## src/hdl/rgp_pkg.sv

```systemverilog
// ----------------------------------------------------------------------------
// rgp_pkg
// Shared types, constants and helpers of the retrigger glitch player.
// ----------------------------------------------------------------------------
package rgp_pkg;

    // store geometry and number formats
    localparam int MAX_FRAMES    = 65536;
    localparam int FRAME_AW      = $clog2(MAX_FRAMES);
    localparam int SAMPLE_BITS   = 16;
    localparam int FRAME_W       = 2 * SAMPLE_BITS;
    localparam int FRACTION_BITS = 8;
    localparam int LEN_W         = 17;
    localparam int SPEED_W       = 16;
    localparam int POS_W         = 16;
    localparam int PHASE_W       = POS_W + FRACTION_BITS;
    localparam int SPAN_W        = LEN_W + FRACTION_BITS;
    localparam int CH_W          = 2;

    // largest usable clip and grain lengths
    localparam logic [LEN_W-1:0] CLIP_MAX  = LEN_W'(MAX_FRAMES);
    localparam logic [LEN_W-1:0] GRAIN_MAX = LEN_W'(65536);

    // operation codes
    localparam logic OP_LOAD = 1'b0;
    localparam logic OP_TICK = 1'b1;

    // configuration register indexes
    localparam logic [1:0] CFG_CLIP_LENGTH   = 2'd0;
    localparam logic [1:0] CFG_GRAIN_LENGTH  = 2'd1;
    localparam logic [1:0] CFG_PLAY_SPEED    = 2'd2;
    localparam logic [1:0] CFG_CHANNEL_COUNT = 2'd3;

    // channel count that selects mono playback
    localparam logic [CH_W-1:0] CH_MONO = CH_W'(1);

    typedef struct packed {
        logic                    operation;
        logic [15:0]             load_index;
        logic signed [15:0]      load_left;
        logic signed [15:0]      load_right;
    } in_item_t;

    typedef struct packed {
        logic signed [15:0]      out_left;
        logic signed [15:0]      out_right;
        logic [15:0]             read_index;
    } out_item_t;

    typedef struct packed {
        logic [LEN_W-1:0]        clip_length;
        logic [LEN_W-1:0]        grain_length;
        logic [SPEED_W-1:0]      play_speed;
        logic [CH_W-1:0]         channel_count;
    } cfg_t;

    // item as it travels through the remainder pipeline
    typedef struct packed {
        logic                    tick;
        logic                    no_clip;
        logic [FRAME_AW-1:0]     load_index;
        logic [FRAME_W-1:0]      frame;
        logic [LEN_W-1:0]        dividend;
        logic [LEN_W-1:0]        rem;
    } pipe_item_t;

    // clip length saturated at the store depth
    function automatic logic [LEN_W-1:0] clip_limit(input logic [LEN_W-1:0] len);
        clip_limit = (len > CLIP_MAX) ? CLIP_MAX : len;
    endfunction

endpackage

```

## src/hdl/rgp_mod_pipe.sv

```systemverilog
// ----------------------------------------------------------------------------
// rgp_mod_pipe
// Pipelined restoring remainder: read offset modulo clip length, a few bits
// per stage. Load items ride along so store order is kept.
// ----------------------------------------------------------------------------
module rgp_mod_pipe
    import rgp_pkg::*;
(
    input  logic             clk,
    input  logic             rst_n,
    input  logic [LEN_W-1:0] divisor,
    input  logic             in_valid,
    output logic             in_stall,
    input  pipe_item_t       in_entry,
    output logic             out_valid,
    input  logic             out_stall,
    output pipe_item_t       out_entry
);

    localparam int STEPS_PER_STAGE = 3;
    localparam int N_STAGES        = (LEN_W + STEPS_PER_STAGE - 1) / STEPS_PER_STAGE;
    localparam int DEPTH           = N_STAGES + 1;

    logic             valid_reg [DEPTH];
    pipe_item_t       stage_reg [DEPTH];
    logic             valid_in  [DEPTH];
    pipe_item_t       stage_in  [DEPTH];
    logic [DEPTH:0]   ready;

    assign ready[DEPTH] = !out_stall;
    assign valid_in[0]  = in_valid;
    assign stage_in[0]  = in_entry;

    genvar j;
    generate
        for (j = 0; j < DEPTH; j++)
        begin : g_stage
            // a stage loads when empty or when its content moves on
            assign ready[j] = !valid_reg[j] || ready[j+1];

            if (j > 0)
            begin : g_step
                // remainder steps of this stage
                always_comb
                begin
                    logic [LEN_W:0]   r;
                    logic [LEN_W-1:0] d;
                    r = {1'b0, stage_reg[j-1].rem};
                    d = stage_reg[j-1].dividend;
                    for (int k = 0; k < STEPS_PER_STAGE; k++)
                    begin
                        if ((j - 1) * STEPS_PER_STAGE + k < LEN_W)
                        begin
                            r = {r[LEN_W-1:0], d[LEN_W-1]};
                            d = {d[LEN_W-2:0], 1'b0};
                            if (r >= {1'b0, divisor})
                            begin
                                r = r - {1'b0, divisor};
                            end
                        end
                    end
                    stage_in[j]          = stage_reg[j-1];
                    stage_in[j].dividend = d;
                    stage_in[j].rem      = r[LEN_W-1:0];
                end
                assign valid_in[j] = valid_reg[j-1];
            end

            // stage valid
            always_ff @(posedge clk or negedge rst_n)
            begin
                if (!rst_n)
                begin
                    valid_reg[j] <= 1'b0;
                end
                else if (ready[j])
                begin
                    valid_reg[j] <= valid_in[j];
                end
            end

            // stage payload
            always_ff @(posedge clk)
            begin
                if (ready[j])
                begin
                    stage_reg[j] <= stage_in[j];
                end
            end
        end
    endgenerate

    assign in_stall  = !ready[0];
    assign out_valid = valid_reg[DEPTH-1];
    assign out_entry = stage_reg[DEPTH-1];

endmodule

```

## config.mk

```make
export PLATFORM = sky130hd
export DESIGN_NAME = rgp_mod_pipe
export DESIGN_NICKNAME = d
export VERILOG_FILES = /design/src/hdl/rgp_pkg.sv /design/src/hdl/rgp_mod_pipe.sv
export SDC_FILE = /design/constraint.sdc
export NUM_CORES = 1
export LEC_CHECK = 0
export ABC_CLOCK_PERIOD_IN_PS = 13500
export BUFFER_PORTS_ARGS = -buffer_cell sky130_fd_sc_hd__buf_2
export CORE_ASPECT_RATIO = 0.5
export CORE_MARGIN = 1.5
export CORE_UTILIZATION = 60
export CTS_CLUSTER_SIZE = 25
export DETAILED_ROUTE_END_ITERATION = 16
export GPL_ROUTABILITY_DRIVEN = 0
export MAX_ROUTING_LAYER = met4
export PLACE_DENSITY = 0.76
export SLEW_MARGIN = 10
export SYNTH_ARGS = -nofsm -noshare
export SYNTH_HDL_FRONTEND = slang
export SYNTH_SLANG_ARGS = --single-unit
```

## constraint.sdc

```tcl
create_clock -name clk -period 13.5 [get_ports clk]
set_clock_uncertainty 0.05 [all_clocks]
set_input_delay 1.35 -clock clk [delete_from_list [all_inputs] [get_ports clk]]
set_output_delay 1.35 -clock clk [all_outputs]
set_load 0.03 [all_outputs]
```

# [Yosys cells after proc, flatten, opt, wreduce, memory -nomap -nowiden]
# Memories as Yosys holds them, arrays and structs flattened.
# Cells that the tools add are included.
[totals] regBits=7 latch_bits=0 ram_bits=588 mem_bits_ro=0 out_inout_bits=86 elab_cells=89 memories=1
[mem_list] name="stage_reg" depth=7 width=84 read_ports=7 rd_clocked_by_memory_dff=0 write_ports=7 line_no="rgp_mod_pipe.sv:25" text="pipe_item_t stage_reg [DEPTH];"
[op_classes] n_addsub=17 multipliers=0 div=0 n_lt_le_gt_ge=17 eq_ne=0 shifts=0 mux=31 n_bitwise=0 reduce_logical=16
[op_table] operator="greater-or-equal comparator 18 x 17 -> 1 bit" n=17
[op_table] operator="2-to-1 mux 17 bit" n=17
[op_table] operator="subtractor 17 bit" n=17
[op_table] operator="2-to-1 mux 1 bit" n=14
[op_table] operator="zero test 1 bit" n=9
[op_table] operator="logical OR 1 bit" n=7

# [Depth between registers and ports, before layout]
# Gate-level depths: netlist of the first run.
[logic_depth] ltp_word=10 depth_mapped=36 mapped_depth_nobuf=31

# [Worst setup path before layout of the first run]
# OpenSTA, ideal clock, no wires.
[synth_path] kind="input -> register" from="input divisor[1]" to="memory stage_reg[5][10] (netlist name), data pin" setup_ns=0.260 arrival_ns=9.592 slack_ns=3.597 path_stages=32 cell_sequence="inv_1 fa_1 a211oi_1 o21ai_2 a31oi_2 o211ai_2 o21ai_2 clkbuf_1 mux2_2 ha_1 clkbuf_1 a21oi_1 o21ai_0 or3_1 o21ai_1 a21oi_1 a211oi_2 and2_4 buf_6 buf_2 o21ai_0 fa_1 a211oi_1 o21bai_1 a31o_2 a2111oi_0 nor2_1 o21a_1 o31a_1 a2111oi_4 buf_6 mux2_4"
[synth_rtl] element="start, declared" line_no="rgp_mod_pipe.sv:11" text="input logic [LEN_W-1:0] divisor,"
[synth_rtl] element="end, declared" line_no="rgp_mod_pipe.sv:25"

==> impl_metrics.yaml, run 1 <==
logic_synthesis:
  avgSynthCellArea_um2: 11.65
  yosysMostFrequentCell: "edfxtp_1"
  synthesis.area_um2: 32780
  yosys-top-cells-count: "edfxtp_1, ha_1, a21oi_1"
  netlist.area_leader.share_pct: 48.19
  synthArstFlopShare_pct: 1.313
  synth_top_flop_cell: "edfxtp_1"
  synth-seq-cells: 533
  synth-edff-count: 526
  yosys.area.top_type: "edfxtp_1"
  ys_warn_count: 0
  synthCells: 2813
  ys_types: 91
  synth_top_cells_by_area: "edfxtp_1, ha_1, mux2_2"
  ys_seq_area_share_pct: 48.73
worst_setup_path:
  critPathKind: "in -> reg"
  path_buf_inv: 5
  crit_fanout: 28
  crit_path_start_kind: "primary input"
  startpoint: "divisor[1]"
  crit_family: "compound AO/OA/AOI/OAI gates"
  crit_end: "stage_reg[5][4]"
  cp.arrival_ps: 10810
  cp_slowest_cell: "a2111oi_4"
  r2r_end: "stage_reg[5][4]"
  max_stage_delay_ps: 720
  crit_required_ps: 13790
  r2r_setup_slack_ps: 4030
  r2r_cells: 31
  r2r_start: "stage_reg[4][33]"
  worst-path-stages: 31
  worst_setup_path_end_kind: "flip-flop"
  cpMostUsedCell: "buf_4"
placed_design:
  dpl.hpwl_mm: 54.26
  io_buffers: 173
floorplan:
  die_x_um: 333.5
  fp.coreArea_um2: 53830
  die_h_um: 168.3
  initial_core_util_pct: 60.89
  placementRows: 60
  dieArea_um2: 56120
  io_pins: 191
hold_path:
  min_path_type: "reg -> reg"
  hold_depth: 0
routing:
  drt_pass1_iterations: 6
  vias: 23330
  ant_nets: 0
  vias_per_cell: 6.173
  routed_wl_mm: 76.25
  drcViolationCount: 0
  drt_iter0_markers: 1852
  wl_per_cell_um: 20.17
clock_network:
  cts.sinks: 533
  cts_buffers: 47
  cts_tree: "yes"
  cts-resized-gates: 0
  h-tree-depth: 2
  clock_latency_ps: 600
  cts-hold-fix-buffers: 0
  path_clk_slew_ps: 70
  root_buffer: "clkbuf_16"
  cts_buffer_depth: 3
  cts_setup_buffers: 0
layout:
  nets: 3441
  drive_gt1_share_pct: 16.08
  syn_to_final_growth_pct: 10.28
  largest_reg_flops: 526
  nFillCells: 3951
timing:
  setup_viol: 0
  max-slew-margin-rel_pct: 26.43
  max_freq_mhz: 95.11
  rsz0062_at_grt: "false"
  fin_tns_setup_ps: 0
  period_share_pct: 77.89
  period_needed_ps: 10510
  maxSlewViolCount: 0
  worst_slew_pin_slew_ps: 1103
  hold_viol: 0
grt:
  grt_pass1_wl_mm: 118.1
  antenna_found_initial: 2
  grt_usage_pct: 27.60
  grt_pass1_vias: 22200
  grt.overflow.total: 0
  grt_max_degree: 74
outcome:
  outcome: "finished, final reports clean"
run:
  max-cap-violations: 0
[through the flow]
| stage | hold WS, ps | worst slack (ps) | std cells | instance area [µm²] | util, % |
|---|---|---|---|---|---|
| 2_1_floorplan | 350.3 | 3597 | 2829 | 32840 | - |
| 3_3_place_gp | 350.1 | 2749 | 3694 | 34580 | 64.25 |
| 3_5_place_dp | 354.5 | 2562 | 3694 | 34580 | 64.25 |
| 4_1_cts | 363.0 | 3135 | 3779 | 36140 | 67.14 |
| 5_1_grt | 366.2 | 2460 | 3780 | 36140 | 67.15 |
| 6_report | 362.9 | 2985 | 3780 | 36140 | 67.15 |
[cell families (layout without fill, tap and decap cells)]
| group | Yosys count | count (layout) | synth area share, % |
|---|---|---|---|
| flip-flops | 533 | 533 | 48.73 |
| other | 1 | 18 | 0.01144 |
| XOR/XNOR | 196 | 196 | 5.238 |
| buffers and inverters | 167 | 404 | 2.218 |
| adder cells (fa/ha/maj) | 306 | 306 | 12.07 |
| multiplexers | 200 | 200 | 6.864 |
| AND/OR/NAND/NOR | 693 | 693 | 10.48 |
| AO/OA/AOI/OAI | 717 | 717 | 14.39 |
[routing by layer]
| metal | track usage, % | vias to the layer above | wire (µm) |
|---|---|---|---|
| li1 | - | 11200 | - |
| met1 | 36.04 | 11180 | 33210 |
| met2 | 43.70 | 764 | 35030 |
| met3 | 4.699 | 184 | 5206 |
| met4 | 10.01 | 0 | 2807 |
| met5 | - | - | 0 |
[layout by cell type, fill, tap and decap left out, drive strengths merged, types with 67 or more instances in the layout]
cell type,Yosys,routed
edfxtp,526,526
ha,289,289
buf,35,205
a21oi,200,200
mux2,171,171
nand2,170,170
o21ai,156,156
nor2,154,154
xnor2,133,133
inv,114,117
nor3,67,67
[layout make-up]
cell class              count  area, µm²  share of cell area (%)
clock inverters            31      335.3                  0.9278
inverters                 114      429.2                   1.187
clock buffers              54       1224                   3.386
flip-flops and latches    533      15970                   44.19
multi-input cells        2129      16180                   44.78
well taps                 713      892.1                   2.468
diodes                      1      2.502                0.006924
repair buffers            205       1106                   3.060
[worst min-delay path by stage]
stage                      from               end  slack, ps
4_1_cts        stage_reg[5][47]  stage_reg[6][47]        360
3_3_place_gp   stage_reg[0][77]  stage_reg[1][77]        350
2_1_floorplan  stage_reg[0][17]  stage_reg[1][20]        350
3_5_place_dp   stage_reg[0][48]  stage_reg[1][48]        350
5_1_grt        stage_reg[5][47]  stage_reg[6][47]        370
6_report       stage_reg[5][48]  stage_reg[6][48]        360
Power of run 1 is not shown: default switching activity piles up to over one toggle a cycle in this logic, so the estimate is an artifact.
==> run 2, diff against run 1 <==
- ABC_CLOCK_PERIOD_IN_PS: 13500 -> 10000
- clock period: 13.5 -> 10 ns (I/O delays scaled with it)
==> run 2 against run 1 <==
Against the previous run: largest cell class unchanged; via count up 1.3%; final cell count up 0.82%; first-iteration DRC count up 16%; routed wire length up 2.4%; worst setup slack worse by 2200 ps; core utilization up 0.37 points.
==> impl_metrics.yaml, run 2 (synthesis gave the netlist of run 1 again) <==
outcome:
  outcome: "finished, final reports clean"
clock_network:
  cts_buffers: 46
  cts_setup_buffers: 0
  path_clk_slew_ps: 70
  root_buffer: "clkbuf_16"
  h-tree-depth: 2
  cts-resized-gates: 0
  cts.sinks: 533
  cts_tree: "yes"
  cts_buffer_depth: 3
  cts-hold-fix-buffers: 0
  clock_latency_ps: 600
timing:
  worst_slew_pin_slew_ps: 1081
  period_share_pct: 91.75
  period_needed_ps: 9175
  rsz0062_at_grt: "false"
  max_freq_mhz: 109.0
  maxSlewViolCount: 0
  fin_tns_setup_ps: 0
  setup_viol: 0
  max-slew-margin-rel_pct: 27.91
  hold_viol: 0
grt:
  grt_usage_pct: 27.99
  grt.overflow.total: 0
  grt_pass1_vias: 22100
  grt_max_degree: 74
  antenna_found_initial: 0
  grt_pass1_wl_mm: 119.1
floorplan:
  die_h_um: 168.3
  placementRows: 60
  initial_core_util_pct: 60.89
  fp.coreArea_um2: 53830
  dieArea_um2: 56120
  io_pins: 191
  die_x_um: 333.5
hold_path:
  min_path_type: "in -> async"
worst_setup_path:
  crit_required_ps: 10270
  crit_fanout: 12
  r2r_start: "stage_reg[2][33]"
  cp.arrival_ps: 9450
  r2r_end: "stage_reg[3][14]"
  worst_setup_path_end_kind: "flip-flop"
  cpMostUsedCell: "o21ai_0"
  cp_slowest_cell: "o41ai_1"
  r2r_setup_slack_ps: 1210
  critPathKind: "in -> reg"
  crit_path_start_kind: "primary input"
  r2r_cells: 31
  max_stage_delay_ps: 700
layout:
  nets: 3471
  final_common_cell: "edfxtp_1"
  largest_reg_flops: 526
  antennaDiodeCount: 0
  drive_gt1_share_pct: 16.91
  syn_to_final_growth_pct: 10.88
  mostFrequentLayoutCells: "edfxtp_1, ha_1, a21oi_1"
routing:
  vias_per_cell: 6.200
  routed_wl_mm: 78.07
  wl_per_cell_um: 20.48
  vias: 23630
  drt_iter0_markers: 2148
  ant_nets: 0
  met2_length_mm: 35.86
  m1WireLength_mm: 33.64
  dr_wl_met3_mm: 5.880
  drcViolationCount: 0
  top_layer: "met4"
  drt_pass1_iterations: 8
placed_design:
  dpl.hpwl_mm: 56.95
  io_buffers: 173
run:
  max-cap-violations: 0
run 2: cell count changes in the layout (fill, tap and decap cells not counted), sizes merged:
cell	previous run	this run
buf	205	236
bufinv	5	2
clkbuf	54	65
clkinv	19	11
diode	1	0
inv	117	118
run 2: through the flow:
stage	instance area, µm²	instances	hold WS (ps)	worst slack [ps]	utilization [%]
after floorplan	32840	2829	350.3	447.3	-
after global placement	34830	3725	350.2	573.5	64.70
after detailed placement	34830	3725	354.5	459.4	64.70
after CTS	36340	3811	165.5	999.8	67.52
after global routing	36340	3811	172.8	429.1	67.52
final	36340	3811	178.7	824.9	67.52
run 2: final cells by class:
cell class	count	area, µm²
fillers	3924	17490
multi-input cells	2129	16180
flip-flops and latches	533	15970
repair buffers	236	1351
clock buffers	65	1284
well taps	713	892.1
inverters	114	429.2
clock inverters	21	230.2
run 2: critical path, delay by kind of cell:
family                     cells  cell delay [ps]
muxes                          2              620
buffers and inverters          4             1100
and+or+nand+nor                4              830
AOI/OAI and AO/OA             16             4610
adders and majority gates      3             1230
run 2: worst max-delay path by stage:
stage / startpoint / end / slack, ps / cells after the start
6_report: divisor[2] / stage_reg[4][1] / 820 / 29
5_1_grt: divisor[0] / stage_reg[4][1] / 430 / 31
4_1_cts: divisor[0] / stage_reg[3][14] / 1000 / 31
3_5_place_dp: divisor[0] / stage_reg[3][16] / 460 / 31
2_1_floorplan: divisor[1] / stage_reg[5][10] / 450 / 32
3_3_place_gp: divisor[0] / stage_reg[3][14] / 570 / 31
run 2: layer usage:
metal,GRT usage [%],vias to the layer above
li1,-,11250
met1,37.33,11300
met2,44.28,896
met3,4.043,176
met4,9.450,0
met5,-,-
Power of run 2 is left out for the same reason.
