### config.mk
export PLATFORM = sky130hd
export DESIGN_NAME = rgp_phase
export DESIGN_NICKNAME = d
export VERILOG_FILES = /design/src/hdl/rgp_pkg.sv /design/src/hdl/rgp_phase.sv
export SDC_FILE = /design/constraint.sdc
export NUM_CORES = 1
export LEC_CHECK = 0
export BUFFER_PORTS_ARGS = -buffer_cell sky130_fd_sc_hd__buf_2
export CORE_MARGIN = 2
export CORE_UTILIZATION = 49
export CTS_BUF_LIST = sky130_fd_sc_hd__clkbuf_4 sky130_fd_sc_hd__clkbuf_8
export CTS_CLUSTER_DIAMETER = 60
export DETAILED_ROUTE_END_ITERATION = 8
export PLACE_DENSITY = 0.73
export SLEW_MARGIN = 0
export SYNTH_ARGS = -nofsm -noshare
export SYNTH_HDL_FRONTEND = slang
export SYNTH_SLANG_ARGS = --single-unit
### constraint.sdc
create_clock -name clk -period 9.7 [get_ports clk]
set_input_delay 1.455 -clock clk [delete_from_list [all_inputs] [get_ports clk]]
set_output_delay 1.455 -clock clk [all_outputs]
set_load 0.05 [all_outputs]
### src/hdl/rgp_pkg.sv
// ----------------------------------------------------------------------------
// rgp_pkg
// Shared types, constants and helpers of the retrigger glitch player.
// ----------------------------------------------------------------------------
package rgp_pkg;

    // store geometry and number formats
    localparam int MAX_FRAMES    = 65536;
    localparam int FRAME_AW      = $clog2(MAX_FRAMES);
    localparam int SAMPLE_BITS   = 16;
    localparam int FRAME_W       = 2 * SAMPLE_BITS;
    localparam int FRACTION_BITS = 8;
    localparam int LEN_W         = 17;
    localparam int SPEED_W       = 16;
    localparam int POS_W         = 16;
    localparam int PHASE_W       = POS_W + FRACTION_BITS;
    localparam int SPAN_W        = LEN_W + FRACTION_BITS;
    localparam int CH_W          = 2;

    // largest usable clip and grain lengths
    localparam logic [LEN_W-1:0] CLIP_MAX  = LEN_W'(MAX_FRAMES);
    localparam logic [LEN_W-1:0] GRAIN_MAX = LEN_W'(65536);

    // operation codes
    localparam logic OP_LOAD = 1'b0;
    localparam logic OP_TICK = 1'b1;

    // configuration register indexes
    localparam logic [1:0] CFG_CLIP_LENGTH   = 2'd0;
    localparam logic [1:0] CFG_GRAIN_LENGTH  = 2'd1;
    localparam logic [1:0] CFG_PLAY_SPEED    = 2'd2;
    localparam logic [1:0] CFG_CHANNEL_COUNT = 2'd3;

    // channel count that selects mono playback
    localparam logic [CH_W-1:0] CH_MONO = CH_W'(1);

    typedef struct packed {
        logic                    operation;
        logic [15:0]             load_index;
        logic signed [15:0]      load_left;
        logic signed [15:0]      load_right;
    } in_item_t;

    typedef struct packed {
        logic signed [15:0]      out_left;
        logic signed [15:0]      out_right;
        logic [15:0]             read_index;
    } out_item_t;

    typedef struct packed {
        logic [LEN_W-1:0]        clip_length;
        logic [LEN_W-1:0]        grain_length;
        logic [SPEED_W-1:0]      play_speed;
        logic [CH_W-1:0]         channel_count;
    } cfg_t;

    // item as it travels through the remainder pipeline
    typedef struct packed {
        logic                    tick;
        logic                    no_clip;
        logic [FRAME_AW-1:0]     load_index;
        logic [FRAME_W-1:0]      frame;
        logic [LEN_W-1:0]        dividend;
        logic [LEN_W-1:0]        rem;
    } pipe_item_t;

    // clip length saturated at the store depth
    function automatic logic [LEN_W-1:0] clip_limit(input logic [LEN_W-1:0] len);
        clip_limit = (len > CLIP_MAX) ? CLIP_MAX : len;
    endfunction

endpackage

### src/hdl/rgp_phase.sv
// ----------------------------------------------------------------------------
// rgp_phase
// Playback position state: frame counter, grain position, trigger point and
// fixed point grain phase. Builds the raw read offset for each tick item.
// ----------------------------------------------------------------------------
module rgp_phase
    import rgp_pkg::*;
(
    input  logic             clk,
    input  logic             rst_n,
    input  logic             accept,
    input  in_item_t         item,
    input  cfg_t             cfg,
    input  logic [LEN_W-1:0] clip,
    output pipe_item_t       entry
);

    logic [POS_W-1:0]   global_pos_reg,  global_pos_next;
    logic [POS_W-1:0]   segment_pos_reg, segment_pos_next;
    logic [POS_W-1:0]   trigger_pos_reg, trigger_pos_next;
    logic [PHASE_W-1:0] phase_reg,       phase_next;

    logic [LEN_W-1:0]   grain;
    logic [POS_W-1:0]   seg;
    logic               fire;
    logic [POS_W-1:0]   trig;
    logic [PHASE_W-1:0] phase;
    logic [LEN_W-1:0]   global_inc;
    logic [LEN_W-1:0]   segment_inc;
    logic [LEN_W-1:0]   segment_wrap;
    logic               clip_wrap;
    logic [SPAN_W-1:0]  span;
    logic [SPAN_W-1:0]  span_m1;
    logic [SPAN_W-1:0]  speed;
    logic [SPAN_W-1:0]  phase_sum;
    logic               is_tick;
    logic               no_clip;

    assign is_tick = (item.operation == OP_TICK);
    assign no_clip = (clip == '0);

    // effective grain length, zero acts as one, capped at GRAIN_MAX
    always_comb
    begin
        if (cfg.grain_length == '0)
        begin
            grain = LEN_W'(1);
        end
        else if (cfg.grain_length > GRAIN_MAX)
        begin
            grain = GRAIN_MAX;
        end
        else
        begin
            grain = cfg.grain_length;
        end
    end

    // grain start: latch trigger point and clear phase
    assign seg   = ({1'b0, segment_pos_reg} >= grain) ? '0 : segment_pos_reg;
    assign fire  = (seg == '0);
    assign trig  = fire ? global_pos_reg : trigger_pos_reg;
    assign phase = fire ? '0 : phase_reg;

    // position counters for the next tick
    assign global_inc   = {1'b0, global_pos_reg} + LEN_W'(1);
    assign segment_inc  = {1'b0, seg} + LEN_W'(1);
    assign clip_wrap    = (global_inc >= clip);
    assign segment_wrap = clip_wrap ? '0 : segment_inc;

    assign global_pos_next  = clip_wrap ? '0 : global_inc[POS_W-1:0];
    assign segment_pos_next = (segment_wrap >= grain) ? '0 : segment_wrap[POS_W-1:0];
    assign trigger_pos_next = trig;

    // phase step clamped below the span, one subtract wraps it
    assign span      = {grain, FRACTION_BITS'(0)};
    assign span_m1   = span - SPAN_W'(1);
    assign speed     = (SPAN_W'(cfg.play_speed) > span_m1) ? span_m1
                                                            : SPAN_W'(cfg.play_speed);
    assign phase_sum = SPAN_W'(phase) + speed;
    assign phase_next = (phase_sum >= span) ? PHASE_W'(phase_sum - span)
                                            : phase_sum[PHASE_W-1:0];

    // state update on every tick with a clip loaded
    always_ff @(posedge clk or negedge rst_n)
    begin
        if (!rst_n)
        begin
            global_pos_reg  <= '0;
            segment_pos_reg <= '0;
            trigger_pos_reg <= '0;
            phase_reg       <= '0;
        end
        else if (accept && is_tick && !no_clip)
        begin
            global_pos_reg  <= global_pos_next;
            segment_pos_reg <= segment_pos_next;
            trigger_pos_reg <= trigger_pos_next;
            phase_reg       <= phase_next;
        end
    end

    // item handed to the remainder pipeline
    always_comb
    begin
        entry.tick       = is_tick;
        entry.no_clip    = no_clip;
        entry.load_index = item.load_index[FRAME_AW-1:0];
        entry.frame      = {item.load_left, item.load_right};
        entry.dividend   = LEN_W'(trig) + LEN_W'(phase[PHASE_W-1:FRACTION_BITS]);
        entry.rem        = '0;
    end

endmodule

### Yosys cells after proc, flatten, opt, wreduce, memory -nomap -nowiden

Index checks and enable logic that the tools add are counted.

| word-level totals | value |
|---|---|
| register bits | 72 |
| input bits | 121 |
| output and inout bits | 84 |
| logic and storage cells | 32 |

| operators by class | value |
|---|---|
| add/subtract/negate cells | 6 |
| order comparisons | 6 |
| multiplexer cells | 10 |
| reductions and logical operators | 6 |

Operator list:

| operator | number |
|---|---|
| $mux 16 | 4 |
| $mux 17 | 3 |
| $mux 24 | 2 |
| $add 16x1->17 const B | 2 |
| $ge 17x17->1 | 2 |
| $logic_not 17->1 | 2 |
| $add 24x25->25 | 1 |
| $ge 25x25->1 | 1 |
| $gt 16x25->1 | 1 |
| $mux 25 | 1 |
| $sub 25x1->25 const B | 1 |
| $sub 24x24->24 | 1 |
| $add 16x16->17 | 1 |
| $ge 16x17->1 | 1 |
| $gt 17x17->1 const B | 1 |
| $logic_not 16->1 | 1 |
| $logic_and 1x1->1 | 2 |
| $logic_not 1->1 | 1 |

### Depth between registers and ports, before layout

Gate-level depths: netlist of run 1.

| depth | value |
|---|---|
| depth after elaboration | 10 |
| depth in mapped cells | 42 |
| gate-level depth less buffers | 40 |

### Worst setup path before layout of run 1

OpenSTA, ideal clock, no wires.

| path | value |
|---|---|
| kind | input to register |
| start | input port cfg[24] in the netlist's numbering |
| end | register phase_reg[22] |
| setup time | 0.127 ns |
| arrival | 10.070 ns |
| data required time | 9.573 ns |
| path slack | -0.497 ns |
| stages on the path | 41 |
| buffers on the path | 3 |
| cell sequence | or3_1 nor3_1 nand4_1 o21ai_1 nand2_1 ha_1 nand2_1 nor2_1 nand4_1 a31oi_1 nor2b_1 clkbuf_1 and2_1 inv_1 ha_1 nor4b_1 nand4_1 nand2_1 [... 5 more ...] o2111ai_1 a41oi_1 nor2b_1 o221a_2 a211oi_1 a21oi_1 o41ai_1 xnor2_1 ha_1 nand4_1 or4_1 nor4_1 a31oi_1 o221ai_1 clkbuf_1 nor2_1 a22oi_1 nand3_1 |

| on the way | value |
|---|---|
| word-level cells in the longest chain between the ends | 10 |
| elaborated cells on any way between the ends | 15 |
| classes of those cells | add/sub (3); order compare (4); mux (6); reduce/logical (2) |

Ends and longest elaborated chain:

| what | RTL line | source |
|---|---|---|
| from (decl) | rgp_phase.sv:13 | `input cfg_t cfg,` |
| $gt 17x17->1 | rgp_phase.sv:49 | `else if (cfg.grain_length > GRAIN_MAX)` |
| $mux 17 | rgp_phase.sv:49 |  |
| $mux 17 * | rgp_phase.sv:45 | `if (cfg.grain_length == '0)` |
| parallel branches: the longest is 6 deep, another holds $sub 25x1->25 | -- |  |
| $mux 24 * | rgp_phase.sv:81 | `assign phase_next = (phase_sum >= span) ? PHASE_W'(phase_sum - span)` |
| to (signal assigned) | rgp_phase.sv:99 | `phase_reg <= phase_next;` |
| to (decl) | rgp_phase.sv:21 | `logic [PHASE_W-1:0] phase_reg, phase_next;` |

Mark *: on every way between the ends.
A chain may end at the register's enable or synchronous reset.

### Worst setup path in the final report of run 1

| path | value |
|---|---|
| start | input port cfg[21] in the netlist's numbering |
| end | register phase_reg[8] |

Same word-level chain as after synthesis.

==> metrics.txt, run 1 <==
Tmin final=9.280 ns; Initial Util=50.45%; Pins Over Slew Limit=0; cell taking the most area after synthesis=dfrtp_1; cell row count=49; post-synthesis register bit count=72; Worst VDD drop=around 0.00023 V; initial antenna violation count=0; fin cells=1559; Hold Vio Cnt, Final=0; Placed Area=10440 um2; Clock Path Buffers=2; CTS Buf Count=9; R2R setup slack=2.02 ns; port bufs=72; critical path class=in2reg; DP Wirelength=20170 um; synthesized instance count=1164; I/O pins=205; synthesized area per cell=7.865 um2; Buf+Inv Stages, Crit Path=6; drt wl/cell=around 17 um; CP arrival=9.58 ns; Comb power frac=81.8%; first-pass GRT wire length=41700 um; endpoint class of the critical path=register; FF+latch area=1802 um2; Die Area=19790 um2; status=finished clean; area share of the largest cell type after synthesis=19.68%; synthesized area=~9000 um2; Seq pwr share=12.0%; GPL Wtd Cong=between 0.9 and 1; placed insts=1539; WHS=0.4738 ns; CTS sink count=72; vias in the first global route=8594; fillcell total=roughly 1600; clock slew at reported path FFs=0.08 ns; Slew @ Worst Pin=1.003 ns; Startpoint Class=input pin; Final Setup Violations=0; sequential share of the synthesized area=approximately a fifth; max FFs per register=24; number of synthesized flops with an enable pin=0; Worst EP required=10.00 ns; Synth warnings=0; Core ar.=18150 um2; Overall Power=approximately 3.7 mW; Setup TNS Final=0 ns; CTS tree=built; headroom to the max-slew limit=33.13%; worst setup margin=between 0.4 and 0.5 ns; die height=140.7 um; largest net degree at the start of global routing=73; Synth async-reset ratio=100.0%; via count=8941; net switching power=1.836 mW; Yosys cell types=70; share of layout cells above drive strength 1=a little under a quarter; Sw Ratio=49.57%; area of the multi-input gates=approximately 6800 um2; P_int=1.868 mW; period utilisation layout=95.67%; fmax=107.8 MHz; ANT nets after route=0; worst min path class=reg2reg; Post-Route WL=approximately 26000 um; Finished Cell Area=10830 um2; Worst-Skew Late Latency=0.38 ns; Syn-to-layout area delta=18.34%; CP max stage cell=or4_4; P per Cell Area=approximately 340 nW/um2; DR iter-0 viols=636; Total Nets Final=around 1600; CP dominant cell by count=ha_1; Via density=around 5.7; Pleak=about 5.4 nW; GR Overflow Total=0; Synth Flop Type=dfrtp_1; Worst path top cell family by delay=simple AND/OR/NAND/NOR gates; top post-synthesis cells by area=dfrtp_1, ha_1, nand2_1; drt first pass iters=5; Root Buffer=clkbuf_8; max cap viols=0; largest driver fanout on the critical path=6; H-tree levels=3; drc violations=0; critical path's largest stage delay=0.52 ns; GRT Total Usage=25.81%; die width=140.7 um; pre-CTS setup slack=-0.5708 ns; Ant. Diodes=0; Setup Skew=approximately 0.011 ns; utilization after layout=59.70%; clock share of power=6.2%
## cell families after synthesis
kind of cell	count (synthesis)	share of synthesized area, %
AO/OA/AOI/OAI	272	19.79
XOR/XNOR	77	7.366
adder cells (fa/ha/maj)	121	16.77
buffers and inverters	155	9.157
flip-flops	72	19.68
multiplexers	35	4.100
other	1	0.04096
AND/OR/NAND/NOR	431	23.10
## repair_timing
| item | 4_1_cts | 5_1_grt |
|---|---|---|
| gates resized for setup | 2 | 35 |
| hold buffers | 0 | 0 |
| setup buffers | 0 | 4 |
| pin swaps | 1 | 14 |
| endpoints found under the setup margin | 16 | 21 |
## metal layers
metal	vias to the layer above	share of wire [%]	global-route usage (%)
li1	4426	-	-
met1	4224	45	33.55
met2	244	47	43.85
met3	47	4.6	3.804
met4	0	2.9	9.105
met5	-	0	0
## final cells by class
cell class,count,share of cell area [%]
Clock buffer,11,1.282
Timing Repair Buffer,228,14.32
Sequential cell,72,16.63
Inverter,53,1.836
Tap cell,229,2.645
Multi-Input combinational cell,961,62.98
Clock inverter,5,0.3118
## cells in the final DEF (no fill, tap or decap), types with 31 or more instances in the layout
master,instances
a21oi_1,60
inv_1,53
o21ai_0,51
ha_1,115
nand2_1,154
dfrtp_1,72
and2_1,31
buf_4,153
nor2_1,60
xnor2_1,50
nand3_1,43
buf_2,72
## path summary, 6_finish.rpt
| check | to | depth (start not counted) | from |
|---|---|---|---|
| hold reg to reg | trigger_pos_reg[0] | 2 | trigger_pos_reg[0] |
| setup / recovery | phase_reg[8] | 43 | cfg[21] |
| max in group asynchronous | phase_reg[9] | 2 | rst_n |
| min in group asynchronous | trigger_pos_reg[12] | 2 | rst_n |
| hold / removal | trigger_pos_reg[0] | 2 | trigger_pos_reg[0] |
| setup reg to reg | phase_reg[8] | 38 | segment_pos_reg[10] |
## worst register-to-register path, delay by kind of cell (launching register included)
kind	cells	cell delay, ns
AO/OA/AOI/OAI	13	2.29
AND/OR/NAND/NOR	12	2.22
adder cells (fa/ha/maj)	5	1.43
buffers and inverters	6	0.77
flip-flops	1	0.47
multiplexers	1	0.33
XOR/XNOR	1	0.11
## cells in the mapped netlist (5+ instances only)
master,count
clkbuf_1,28
o21bai_1,8
a21oi_1,64
o31ai_1,5
nand3_1,43
nand2_1,155
and3_1,20
buf_4,68
or4_1,5
o211ai_1,10
nor4_1,9
xnor2_1,50
o21ai_0,51
nand2b_1,14
buf_1,5
nor2_1,62
and4_1,6
a31oi_1,31
xor2_1,27
a21o_1,29
o21a_1,14
nor3_1,25
or2_2,15
mux2i_1,15
dfrtp_1,72
ha_1,117
inv_1,53
nor2b_1,9
nand4_1,18
nand3b_1,8
and2_1,32
mux2_2,20
## power groups by stage
| stage | logic (mW) | registers (mW) | clock network [mW] |
|---|---|---|---|
| floorplan | 1.94 | 0.419 | 0 |
| global placement | 2.83 | 0.443 | 0 |
| detailed placement | 2.89 | 0.445 | 0 |
| CTS | 2.90 | 0.440 | 0.233 |
| global route | 3.28 | 0.454 | 0.244 |
| finish | 3.03 | 0.444 | 0.229 |
Note: power is estimated with default switching activity, not from simulation.
==> inputs of run 2 (changes only) <==
--- a/config.mk
+++ b/config.mk
@@ -6,11 +6,11 @@
 export NUM_CORES = 1
 export LEC_CHECK = 0
 export BUFFER_PORTS_ARGS = -buffer_cell sky130_fd_sc_hd__buf_2
-export CORE_MARGIN = 2
 export CORE_UTILIZATION = 49
 export CTS_BUF_LIST = sky130_fd_sc_hd__clkbuf_4 sky130_fd_sc_hd__clkbuf_8
 export CTS_CLUSTER_DIAMETER = 60
 export DETAILED_ROUTE_END_ITERATION = 8
+export HOLD_SLACK_MARGIN = 0.12
 export PLACE_DENSITY = 0.73
 export SLEW_MARGIN = 0
 export SYNTH_ARGS = -nofsm -noshare
==> constraint.sdc (replaced) <==
create_clock -name clk -period 10.55 [get_ports clk]
set_input_delay 1.5825 -clock clk [delete_from_list [all_inputs] [get_ports clk]]
set_output_delay 1.5825 -clock clk [all_outputs]
set_load 0.05 [all_outputs]
==> run 2 against run 1 <==
Effect of this change: the run now ends with DRC left; non-clock buffer count fell by 106; global-route usage fell by 0.73 points; design area fell by 8.5%; first-iteration DRC count fell by 3.3%; count of clock-buffer cells in the layout fell by 1; core utilization fell by 5.1 points; clock skew rose by 0.0025 ns; largest cell class unchanged.
==> metrics.txt, run 2 (synthesis gave the netlist of run 1 again) <==
Routed met1 length=11180 um; Via density=5.818; Comb power frac=77.9%; net switching power=1.557 mW; Pleak=~5 nW; Startpoint Class=input pin; max FFs per register=24; worst min path class=reg2reg; GPL Wtd Cong=approximately 0.95; Setup TNS Final=0 ns; Core ar.=18150 um2; most frequent cells in the layout=nand2_1, ha_1, dfrtp_1, buf_2, a21oi_1; hold_buf cts=0; failing checks=DRC; largest net degree at the start of global routing=73; period utilisation layout=between 90 and 100%; CTS tree=built; FF-to-FF path depth=37; die height=~140 um; CP Capture Point=phase_reg[23]; initial antenna violation count=0; drt first pass iters=7; cell row count=49; Finished Cell Area=between 9000 and 10000 um2; endpoint class of the critical path=register; Syn-to-layout area delta=8.282%; fin cells=1453; commonest non-fill, non-tap cell in the layout=nand2_1; WHS=0.4751 ns; Clock Path Buffers=2; Root Buffer=clkbuf_8; Buf+Inv Stages, Crit Path=7; CP max stage cell=or4_1; pre-CTS setup slack=0.1234 ns; Setup Skew=0.01304 ns; WL met2=between 10000 and 15000 um; fmax=about 100 MHz; drt wl/cell=16.47 um; Overall Power=3.018 mW; GRT Total Usage=between 20% and 30%; GR Overflow Total=0; Seq pwr share=13.4%; PostCTS Resize Cnt=0; CTS sink count=72; first-pass GRT wire length=39160 um; CP arrival=10.18 ns; CP Depth=43; die width=138.7 um; max cap viols=0; share of layout cells above drive strength 1=15.20%; status=complete, but fails checks; area of the multi-input gates=6650 um2; DR iter-0 viols=615; P_int=1.460 mW; vias in the first global route=7926; Total Nets Final=1460; met3 routed WL=1167 um; Worst-Skew Late Latency=0.38 ns; port bufs=72; headroom to the max-slew limit=33.66%; H-tree levels=3; FF+latch area=1802 um2; critical path's largest stage delay=approximately 0.41 ns; R2R setup slack=2.51 ns; CP startpoint=cfg[24]; Post-Route WL=23940 um; reg2reg end=phase_reg[23]; critical path class=in2reg; Hold Vio Cnt, Final=0; Final Setup Violations=0; uppermost routed layer=met4; Tmin final=9.931 ns; CTS Buf Count=9; ANT nets after route=0; clock slew at reported path FFs=about 0.080 ns; fillcell total=roughly 1700; Ant. Diodes=0; utilization after layout=54.63%; r2r startpoint=segment_pos_reg[10]; Worst VDD drop=0.0001953 V; Worst path top cell family by delay=simple AND/OR/NAND/NOR gates; Die Area=19230 um2; Pins Over Slew Limit=0; P per Cell Area=roughly 300 nW/um2; Sw Ratio=51.61%; largest driver fanout on the critical path=10; worst setup margin=between 0.6 and 0.7 ns; CP dominant cell by count=buf_4; clock share of power=8.6%; placed insts=1437; Initial Util=50.45%; drc violations=12; Placed Area=9654 um2; via count=8453; Slew @ Worst Pin=0.9951 ns; Worst EP required=10.80 ns; Post-CTS Setup Bufs=0; DP Wirelength=around 19000 um; I/O pins=205
-- run 2: cell count changes in the layout (fill, tap and decap cells not counted), moves of 3 or more --
| cell | previous run | this run |
|---|---|---|
| buf_4 | 153 | 49 |
| nor2b_1 | 6 | 9 |
| a31oi_2 | 3 | 0 |
| a31oi_1 | 28 | 31 |
| a21oi_2 | 4 | 1 |
| a21oi_1 | 60 | 63 |
-- run 2: power by group through the flow --
| stage | clock network (mW) | registers, mW | logic, mW |
|---|---|---|---|
| 2_1_floorplan | 0 | 0.385 | 1.76 |
| 3_3_place_gp | 0 | 0.405 | 2.27 |
| 3_5_place_dp | 0 | 0.409 | 2.29 |
| 4_1_cts | 0.265 | 0.403 | 2.31 |
| 5_1_grt | 0.274 | 0.414 | 2.56 |
| 6_report | 0.260 | 0.405 | 2.35 |
-- run 2: worst reg2reg max path, delay by kind of cell (launching register included) --
kind	cells	cell delay, ns
DFF	1	0.47
AOI/OAI and AO/OA	15	2.87
and+or+nand+nor	13	2.63
adders and majority gates	4	1.08
buffers and inverters	5	0.84
-- run 2: final cells by class --
type	instances	share of cell area, %
multi-input combinational	961	67.08
sequential	72	18.17
timing repair buffer	122	7.548
tap	229	2.890
inverter	53	2.007
clock buffer	10	1.388
clock inverter	6	0.9087
-- run 2: layer usage --
layer  up-vias  GRT usage, %
met5         -             0
met4         0         9.064
met3        40         3.419
met2       241         40.82
met1      3952         34.00
li1       4220             -
-- run 2: worst min-delay path by stage --
stage	start	to	slack, ns	cells after the start
2_1_floorplan	phase_reg[0]	phase_reg[0]	0.44	2
3_3_place_gp	trigger_pos_reg[7]	trigger_pos_reg[7]	0.45	2
3_5_place_dp	phase_reg[0]	phase_reg[0]	0.46	2
4_1_cts	trigger_pos_reg[15]	trigger_pos_reg[15]	0.48	2
5_1_grt	trigger_pos_reg[1]	trigger_pos_reg[1]	0.50	2
6_report	trigger_pos_reg[15]	trigger_pos_reg[15]	0.48	2
==> inputs of run 3 (changes only) <==
--- a/config.mk
+++ b/config.mk
@@ -6,12 +6,14 @@
 export NUM_CORES = 1
 export LEC_CHECK = 0
 export BUFFER_PORTS_ARGS = -buffer_cell sky130_fd_sc_hd__buf_2
-export CORE_UTILIZATION = 49
+export CELL_PAD_IN_SITES_DETAIL_PLACEMENT = 1
+export CELL_PAD_IN_SITES_GLOBAL_PLACEMENT = 1
+export CORE_UTILIZATION = 42
 export CTS_BUF_LIST = sky130_fd_sc_hd__clkbuf_4 sky130_fd_sc_hd__clkbuf_8
 export CTS_CLUSTER_DIAMETER = 60
 export DETAILED_ROUTE_END_ITERATION = 8
 export HOLD_SLACK_MARGIN = 0.12
-export PLACE_DENSITY = 0.73
+export PLACE_DENSITY_LB_ADDON = 0.1
 export SLEW_MARGIN = 0
 export SYNTH_ARGS = -nofsm -noshare
 export SYNTH_HDL_FRONTEND = slang
==> run 3 against run 2 <==
Effect of this change: the run now ends clean; sequential share of layout area is 0.28 points lower; total power is 2.0% higher; critical endpoint is now phase_reg[19]; combinational power is 4% higher; clock skew is 0.0052 ns lower; critical path type unchanged; non-clock buffer count is 16 higher; register-to-register slack worse by 0.09 ns; sequential cell count stayed put; cell count is 4.3% higher; die area is 16% higher; count of clock-buffer cells in the layout stayed put; first-iteration DRC count is 50% lower.
==> metrics.txt, run 3 (synthesis gave the netlist of run 1 again) <==
status=finished clean; Ant. Diodes=0; Sw Ratio=52.59%; worst setup margin=roughly 0.58 ns; drc violations=0; Setup Skew=~0.008 ns; GPL Wtd Cong=about 0.90; FF-to-FF path depth=36; Worst VDD drop=0.0001483 V; Final Setup Violations=0; Syn-to-layout area delta=9.949%; P per Cell Area=305.7 nW/um2; clock share of power=7.4%; Core ar.=21220 um2; max cap viols=0; area of the multi-input gates=6661 um2; Post-CTS Setup Bufs=0; share of layout cells above drive strength 1=between 15 and 20%; headroom to the max-slew limit=21.73%; ANT nets after route=0; drt wl/cell=approximately 19 um; Post-Route WL=between 20000 and 30000 um; WHS=0.4762 ns; Via density=5.649; Worst EP required=roughly 11 ns; Total Nets Final=~1500; most frequent cells in the layout=nand2_1, ha_1, dfrtp_1; GR Overflow Total=0; initial antenna violation count=0; Clock Path Buffers=2; Die Area=22390 um2; CP arrival=10.24 ns; Startpoint Class=input pin; Pins Over Slew Limit=0; GRT Total Usage=between 20% and 30%; die height=149.6 um; first-pass GRT wire length=45040 um; CP max stage cell=or4_1; Slew @ Worst Pin=1.174 ns; P_int=1.459 mW; DR iter-0 viols=between 300 and 400; Hold Vio Cnt, Final=0; Seq pwr share=about an eighth; commonest non-fill, non-tap cell in the layout=nand2_1; RSZ-0062 raised after global routing=false; worst min path class=reg2reg; DP Wirelength=22260 um; critical path's largest stage delay=0.54 ns; Pleak=4.971 nW; endpoint class of the critical path=register; period utilisation layout=a little over nine tenths; CP dominant cell by count=ha_1; CTS sink count=72; pre-CTS setup slack=-0.1437 ns; drt first pass iters=4; H-tree levels=3; Initial Util=a little over two fifths; WHS Path Cells=2; CTS tree=built; max FFs per register=24; Root Buffer=clkbuf_8; R2R setup slack=2.42 ns; CTS Buf Count=9; critical path class=in2reg; die width=around 150 um; Comb power frac=between 70% and 80%; FF+latch area=1802 um2; vias in the first global route=8681; clock slew at reported path FFs=0.09 ns; fillcell total=2700; port bufs=72; fmax=100.3 MHz; fin cells=approximately 1500; Worst-Skew Late Latency=0.39 ns; I/O pins=205; Tmin final=9.968 ns; cell row count=53; via count=8558; net switching power=1.618 mW; largest driver fanout on the critical path=12; placed insts=1499; largest net degree at the start of global routing=73
[run 3: final cells by class]
type / count / area share, %
Multi-Input combinational cell: 961 / 66.18
Sequential cell: 72 / 17.90
Timing Repair Buffer: 138 / 8.651
Tap cell: 275 / 3.418
Inverter: 53 / 1.976
Clock buffer: 10 / 1.367
Clock inverter: 6 / 0.5096
[run 3: per-layer routing]
layer	share of wire [%]	up-vias	track usage, %	routed length, um
li1	-	4245	-	-
met1	47	4159	33.23	13160
met2	49	130	45.00	13660
met3	2.8	24	2.683	775
met4	1.6	0	7.092	452
met5	0	-	0	0
[run 3: final timing paths]
path | start | endpoint
min in group asynchronous | rst_n | global_pos_reg[14]
max in group asynchronous | rst_n | phase_reg[3]
worst min-delay path | phase_reg[13] | phase_reg[13]
worst max-delay path | cfg[24] | phase_reg[19]
worst min register to register | phase_reg[13] | phase_reg[13]
worst max register to register | segment_pos_reg[14] | phase_reg[19]
[run 3: per-stage QoR]
| step | utilization [%] | area, um2 | total power, mW | setup TNS (ns) |
|---|---|---|---|---|
| after floorplan | - | 9245 | 2.149 | 0 |
| after global placement | 46.36 | 9838 | 2.777 | 0 |
| after detailed placement | 46.36 | 9838 | 2.823 | -0.9298 |
| after CTS | 47.25 | 10030 | 3.069 | 0 |
| after global routing | 47.44 | 10070 | 3.331 | 0 |
| final | 47.44 | 10070 | 3.077 | 0 |
[run 3: worst max-delay path: cells and delay by family]
kind / cells / cell delay, ns
AO/OA/AOI/OAI: 11 / 2.53
adder cells (fa/ha/maj): 5 / 1.40
buffers and inverters: 6 / 0.90
AND/OR/NAND/NOR: 18 / 3.42
XOR/XNOR: 1 / 0.18
multiplexers: 1 / 0.17
[run 3: power groups by stage]
stage	Sequential, mW	Clock [mW]	Combinational (mW)
floorplan	0.385	0	1.76
global placement	0.408	0	2.37
detailed placement	0.411	0	2.41
CTS	0.406	0.235	2.43
global route	0.418	0.245	2.67
finish	0.407	0.229	2.44
[run 3: timing repair]
item,4_1_cts,5_1_grt
hold buffers,0,0
setup endpoints to repair,0,18
hold endpoints to repair,0,0
resized for setup,0,7
